<file path="src/sv/opphom_pkg.sv">
package opphom_pkg;

    // default sizes
    localparam int SAMPLES_DEF   = 256;
    localparam int MARKERS_DEF   = 1024;
    localparam int WORD_BITS_DEF = 64;

    // field widths
    localparam int POS_W    = 31;
    localparam int REQ_W    = 2;
    localparam int CLASS_W  = 2;
    localparam int MIDX_W   = 10;
    localparam int SIDX_W   = 8;
    localparam int MCOUNT_W = 11;

    // request kinds
    localparam logic [REQ_W-1:0] REQ_POS   = 2'd0;
    localparam logic [REQ_W-1:0] REQ_GENO  = 2'd1;
    localparam logic [REQ_W-1:0] REQ_QUERY = 2'd2;

    // genotype classes
    localparam logic [CLASS_W-1:0] CLS_HOM_REF = 2'd1;
    localparam logic [CLASS_W-1:0] CLS_HOM_ALT = 2'd2;

    // register indexes (paddr[3:2])
    localparam logic [1:0] REG_MCOUNT = 2'd0;
    localparam logic [1:0] REG_CSTART = 2'd1;
    localparam logic [1:0] REG_CEND   = 2'd2;

    // controller to datapath
    typedef struct packed {
        logic write;
        logic start;
        logic scan;
        logic load_out;
    } cmd_t;

    // datapath to controller
    typedef struct packed {
        logic hit;
        logic exhausted;
    } stat_t;

endpackage

</file>
<file path="src/sv/opphom_ctrl.sv">
module opphom_ctrl (
    input  logic                          aclk,
    input  logic                          aresetn,
    input  logic                          s_tvalid,
    output logic                          s_tready,
    input  logic [opphom_pkg::REQ_W-1:0]  req_type,
    output logic                          m_tvalid,
    input  logic                          m_tready,
    output opphom_pkg::cmd_t              cmd,
    input  opphom_pkg::stat_t             stat
);

    typedef enum logic [2:0] {
        ST_IDLE = 3'b001,
        ST_SCAN = 3'b010,
        ST_DONE = 3'b100
    } state_t;

    state_t state_reg, state_next;
    logic   m_tvalid_reg, m_tvalid_next;
    logic   accept;

    assign s_tready = (state_reg == ST_IDLE);
    assign accept   = s_tvalid && s_tready;
    assign m_tvalid = m_tvalid_reg;

    // next state and commands
    always_comb begin
        state_next    = state_reg;
        m_tvalid_next = m_tvalid_reg && !m_tready;
        cmd           = '0;
        case (state_reg)
            ST_IDLE: begin
                if (accept) begin
                    cmd.write = 1'b1;
                    if (req_type == opphom_pkg::REQ_QUERY) begin
                        cmd.start  = 1'b1;
                        state_next = ST_SCAN;
                    end
                end
            end
            ST_SCAN: begin
                cmd.scan = 1'b1;
                if (stat.hit || stat.exhausted) state_next = ST_DONE;
            end
            ST_DONE: begin
                if (!m_tvalid_reg || m_tready) begin
                    cmd.load_out  = 1'b1;
                    m_tvalid_next = 1'b1;
                    state_next    = ST_IDLE;
                end
            end
            default: state_next = ST_IDLE;
        endcase
    end

    always_ff @(posedge aclk) begin
        if (!aresetn) begin
            state_reg    <= ST_IDLE;
            m_tvalid_reg <= 1'b0;
        end else begin
            state_reg    <= state_next;
            m_tvalid_reg <= m_tvalid_next;
        end
    end

    // the output word is only overwritten once the old one is gone
    a_no_overwrite: assert property (@(posedge aclk) disable iff (!aresetn)
        cmd.load_out |-> (!m_tvalid_reg || m_tready))
        else $error("result word overwritten");

    // a query start always leads into the scan
    a_start_scan: assert property (@(posedge aclk) disable iff (!aresetn)
        cmd.start |=> cmd.scan)
        else $error("query start without scan");

    // a scan ends only on a hit or when the markers run out
    a_scan_exit: assert property (@(posedge aclk) disable iff (!aresetn)
        (state_reg == ST_SCAN && !stat.hit && !stat.exhausted) |=> state_reg == ST_SCAN)
        else $error("scan left early");

endmodule

</file>
<file path="config.mk">
export PLATFORM = sky130hd
export DESIGN_NAME = opphom_ctrl
export DESIGN_NICKNAME = d
export VERILOG_FILES = /design/src/sv/opphom_pkg.sv /design/src/sv/opphom_ctrl.sv
export SDC_FILE = /design/constraint.sdc
export NUM_CORES = 1
export LEC_CHECK = 0
export ABC_AREA = 1
export BUFFER_PORTS_ARGS = -buffer_cell sky130_fd_sc_hd__buf_4
export CAP_MARGIN = 20
export CORE_AREA = 3 3 40 42
export CTS_CLUSTER_SIZE = 14
export DETAILED_ROUTE_END_ITERATION = 10
export DIE_AREA = 0 0 43 45
export GPL_TIMING_DRIVEN = 0
export SLEW_MARGIN = 25
export SYNTH_ARGS = -nofsm -noshare
export SYNTH_HDL_FRONTEND = slang
export SYNTH_SLANG_ARGS = --single-unit
</file>
<file path="constraint.sdc">
create_clock -name aclk -period 2.74 [get_ports aclk]
set_input_delay 0.685 -clock aclk [delete_from_list [all_inputs] [get_ports aclk]]
set_output_delay 0.685 -clock aclk [all_outputs]
set_load 0.1 [all_outputs]
</file>
==> flow_summary.ini, run 1 <==
[clock_network]
cts_max_level = 1
post_cts_buffers = 0
cts_resized = 0
clkTransAtPathRegs_ps = 40
cts_hold_buf = 0
cts_tree = done
cts.sinks = 4
cts_buffer_depth = 2
cts-root-buf = clkbuf_4
clk_latency_ps = 230
cts_buffers = 3

[sta]
finalSetupTns_ps = 0
skew_ps = 2.47
fin_crit_sh = 0.787
fin_crit_ps = 2160
finalHoldViolations = 0
fmax_mhz = 464
finalSetupViolCount = 0
rsz0062_at_grt = no
worst_pin_slew_ps = 279
relSlewSlack = 0.816
final-max-slew-violation-count = 0

[global_routing]
grt_max_degree = 6
grt_pass1_wl_um = 959
antenna_found_initial = 0
grt.total_usage = 0.0692
overflow = 0
first_global_vias = 241

[die]
chipWidth_um = 43
die_h_um = 45
io_pins = 14
dieArea_sq_um = 1940
rows = 13
core_area_sq_um = 1280
start_util = 0.197

[routing]
drc = 0
drt_pass1_iterations = 2
routed_wl_um = 553
drtIter0Drc = 2
routedWlPerCell_um = 8.01
via_count = 270
drtAntennaViolNets = 0
drt-vias-per-instance = 3.91

[placement]
hpwlAfterDp_um = 489
place.port_buffers = 13
dp_cells = 66
place_congestion = 0.688
placed_cell_area_sq_um = 374

[layout]
diodes = 0
fin_nets = 64
drive_above_1_share = 0.537
layout_commonest_cell = buf_4
largest_reg_flops = 3
area_growth_pct = 56.9
layout_common_cells = buf_4, inv_1, nor2_2
multi_input_area_sq_um = 139
final.fill_count = 157
design_area_sq_um = 397
register_area_sq_um = 80.1
fin_cells = 69

[power]
power_w = 0.000302
powerDensity_nw_per_um2 = 761
ir_drop_v = 0.000291
p_leak_nw = 0.209

[logic_synthesis]
netlist_instances = 38
yosysSeqAreaShare = 0.317
ys_seq_elements = 4
avgSynthCellArea_sq_um = 6.65
synth.distinct_cells = 14
netlist_area_sq_um = 253
synth_nets = 46
yosysWarnings = 0

[worst_setup_path]
cpMaxStageDelayCell = buf_4
crit_buf_inv = 4
r2r-end = state_reg[0]
start_kind = input pin
required_ps = 2060
path_delay_family = buffers and inverters
max_stage_delay_ps = 280
critPathKind = input pin to output pin
reg2reg_slack_ps = 1800
worstSetupStartpoint = req_type[0]
cp_max_fo = 3
endpoint_kind = output pin
crit_chain = buf_4 > nand3b_1 > inv_1 > nand2_1 > inv_1 > buf_4
r2r-start = m_tvalid
arrival_ps = 1470
rr_worst_depth = 5

[min_path]
hp-start = state_reg[2]
min_to = m_tvalid
holdPathStages = 2
hold_path_class = flop to flop

[run]
maxCapViolCount = 0

[status]
outcome = finished, final reports clean
## final cells by class
cell class | count | share of cell area
tap | 15 | 0.0473
multi-input combinational | 24 | 0.350
sequential | 4 | 0.202
timing repair buffer | 13 | 0.246
inverter | 10 | 0.0978
clock buffer | 3 | 0.0568
## report_power, final
part           internal [W]  switching, W
sequential        0.0000657    0.00000623
clock             0.0000489     0.0000220
combinational     0.0000382      0.000121
## worst max path at each step
stage | end | slack, ps | cells after the start
after floorplan | cmd[3] | 140 | 5
after global placement | cmd[2] | 600 | 6
after detailed placement | cmd[2] | 590 | 6
after CTS | cmd[2] | 580 | 6
after global routing | cmd[2] | 520 | 6
final | cmd[2] | 580 | 6
## per-layer routing
layer,vias to the layer above,routed length (um),global-route usage
li1,146,-,-
met1,111,241,0.0845
met5,-,0,0
met3,0,65,0.0199
met4,0,0,0.0723
met2,13,246,0.0928
## tightest hold or removal path: cells and delay by family (launching register included)
family | cells | cell delay, ps
AO/OA/AOI/OAI | 1 | 70
flip-flops | 1 | 320
AND/OR/NAND/NOR | 1 | 100
## per-stage QoR
| step | setup WS (ps) | hold WS (ps) | util |
|---|---|---|---|
| after CTS | 580 | 539 | 0.309 |
| after detailed placement | 588 | 534 | 0.291 |
| final | 584 | 538 | 0.309 |
| after floorplan | 137 | 509 | - |
| after global placement | 597 | 535 | 0.291 |
| after global routing | 523 | 558 | 0.309 |
## synthesized netlist by cell type
cell type / number / area [sq um]
nor2_1: 5 / 18.8
clkinv_2: 1 / 5.00
o21ai_1: 1 / 5.00
inv_2: 2 / 7.51
inv_1: 7 / 26.3
nand3b_1: 1 / 7.51
nand2_2: 2 / 12.5
dfxtp_1: 4 / 80.1
a21oi_1: 3 / 15.0
nor2_2: 3 / 18.8
nor2_4: 1 / 11.3
nand2_1: 4 / 15.0
nand3_1: 2 / 10.0
nand3_2: 2 / 20.0
## kinds of logic (layout without fill, tap and decap cells)
kind of cell	Yosys count	in the layout	share of synthesized area
AOI/OAI and AO/OA	4	4	0.0792
buffers and inverters	10	26	0.153
DFF	4	4	0.317
and+or+nand+nor	20	20	0.450
No activity file was read; power rests on OpenSTA's default activity.
==> run 2: changes to the inputs <==
==> constraint.sdc (replaced) <==
create_clock -name aclk -period 2 [get_ports aclk]
set_input_delay 0.5 -clock aclk [delete_from_list [all_inputs] [get_ports aclk]]
set_output_delay 0.5 -clock aclk [all_outputs]
set_load 0.1 [all_outputs]
==> run 2 against run 1 <==
Die area stayed put. Worst setup slack worse by 430 ps. Global-route usage down 0.25 points. Sequential share of layout area down 0.68 points. Critical path depth unchanged. Flip-flop and latch count unchanged. Sequential power grew 37%. Cell area is 3.5% higher. Power increased by 41%. Clock power rose by 41%. Highest routed layer unchanged. Clock skew is 1.9 ps lower. First-iteration DRC count rose to 2.5 times the previous value.
==> flow_summary.ini, run 2 (same netlist as run 1, synthesis figures left out) <==
[status]
outcome = finished, final reports clean

[die]
chipWidth_um = 43
dieArea_sq_um = 1940
io_pins = 14
core_area_sq_um = 1280
start_util = 0.197
die_h_um = 45
rows = 13

[worst_setup_path]
start_kind = flop
reg2reg_slack_ps = 990
rr_worst_depth = 5
path_delay_family = buffers and inverters
cpMaxStageDelayCell = dfxtp_1
cp.depth = 6
critPathKind = flop to output pin
r2r-end = state_reg[0]
max_stage_delay_ps = 320
arrival_ps = 1350
crit_buf_inv = 3
crit_end = cmd[2]
r2r-start = m_tvalid
crit_chain = inv_2 > nand2_2 > nor2_4 > nand2_1 > clkinvlp_4 > buf_4
required_ps = 1500
endpoint_kind = output pin
worstSetupStartpoint = state_reg[2]
cp_max_fo = 5

[placement]
place_ws_ps = 178
place_congestion = 0.724
dp_cells = 66
hpwlAfterDp_um = 444
place.port_buffers = 13

[layout]
fin_nets = 64
area_growth_pct = 62.4
fin_cells = 69
drive_above_1_share = 0.574
register_area_sq_um = 80.1
final.fill_count = 139
diodes = 0
multi_input_area_sq_um = 149
layout_common_cells = buf_4, inv_1, nand2_1, dfxtp_1
largest_reg_flops = 3
layout_commonest_cell = buf_4
final_util = 0.319

[clock_network]
cts_resized = 0
post_cts_buffers = 0
cts.sinks = 4
cts_max_level = 1
cts_buffer_depth = 2
cts_buffers = 3
cts-root-buf = clkbuf_4
cts_tree = done
cts_hold_buf = 0
clk_latency_ps = 230
clkTransAtPathRegs_ps = 40

[sta]
finalSetupViolCount = 0
fin_crit_sh = 0.923
rsz0062_at_grt = no
finalSetupTns_ps = 0
finalHoldViolations = 0
fin_ws_ps = 153
fin_crit_ps = 1850
skew_ps = 0.543
worst_pin_slew_ps = 286
fmax_mhz = 542
relSlewSlack = 0.809
final-max-slew-violation-count = 0

[global_routing]
grt.total_usage = 0.0667
grt.met1_usage = 0.0700
met2_usage = 0.0868
grt_max_degree = 6
first_global_vias = 235
grt_pass1_wl_um = 869
overflow = 0
gr-max-usage-layer = met4
grt_use_met3 = 0.0159
antenna_found_initial = 0

[power]
ir_drop_v = 0.000457
powerDensity_nw_per_um2 = 1040
p_leak_nw = 0.200

[routing]
drt_pass1_iterations = 4
via_count = 273
drt-vias-per-instance = 3.96
drc = 0
routed_wl_um = 525
drtIter0Drc = 5
routedWlPerCell_um = 7.61
drtAntennaViolNets = 0

[min_path]
hold_path_class = input pin to flop

[run]
maxCapViolCount = 0
==> run 2: final cells by class <==
class / instances / share of cell area
Timing Repair Buffer: 13 / 0.238
Multi-Input combinational cell: 24 / 0.363
Sequential cell: 4 / 0.195
Clock buffer: 3 / 0.0549
Inverter: 10 / 0.104
Tap cell: 15 / 0.0457
==> run 2: where the power goes <==
group | switching (W) | leakage [nW] | internal [W] | total, W
sequential | 0.00000874 | 0.0327 | 0.0000900 | 0.0000987
combinational | 0.000169 | 0.153 | 0.0000579 | 0.000227
clock | 0.0000333 | 0.0138 | 0.0000671 | 0.000100
total | 0.000211 | 0.200 | 0.000215 | 0.000426
==> run 2: worst register-to-register path: stages (launching register included) <==
cell	delay, ps
dfxtp_1	320
inv_1	40
nor2_1	230
nand3_1	140
nand3_2	110
o21ai_1	60
==> run 2: layer usage <==
layer | share of wire | wire length, um | up-vias
met5 | 0 | 0 | -
met4 | 0 | 0 | 0
met3 | 0.13 | 69 | 0
met2 | 0.43 | 225 | 14
met1 | 0.44 | 231 | 112
li1 | - | - | 147
==> run 2: stage by stage <==
stage               hold slack, ps  power [W]  cell area [sq um]
floorplan                      548   0.000286                272
global placement               566   0.000327                388
detailed placement             578   0.000328                388
CTS                            538   0.000435                410
global route                   550   0.000451                410
finish                         545   0.000426                410
==> run 2: worst min-delay path by stage <==
stage                       startpoint           end  slack [ps]  cells after the start
after floorplan           state_reg[2]      m_tvalid         550                      2
after global placement        m_tvalid      m_tvalid         570                      4
after detailed placement  state_reg[2]      m_tvalid         580                      2
after CTS                      aresetn  state_reg[2]         540                      3
after global routing           aresetn  state_reg[2]         550                      3
final                          aresetn  state_reg[2]         540                      3
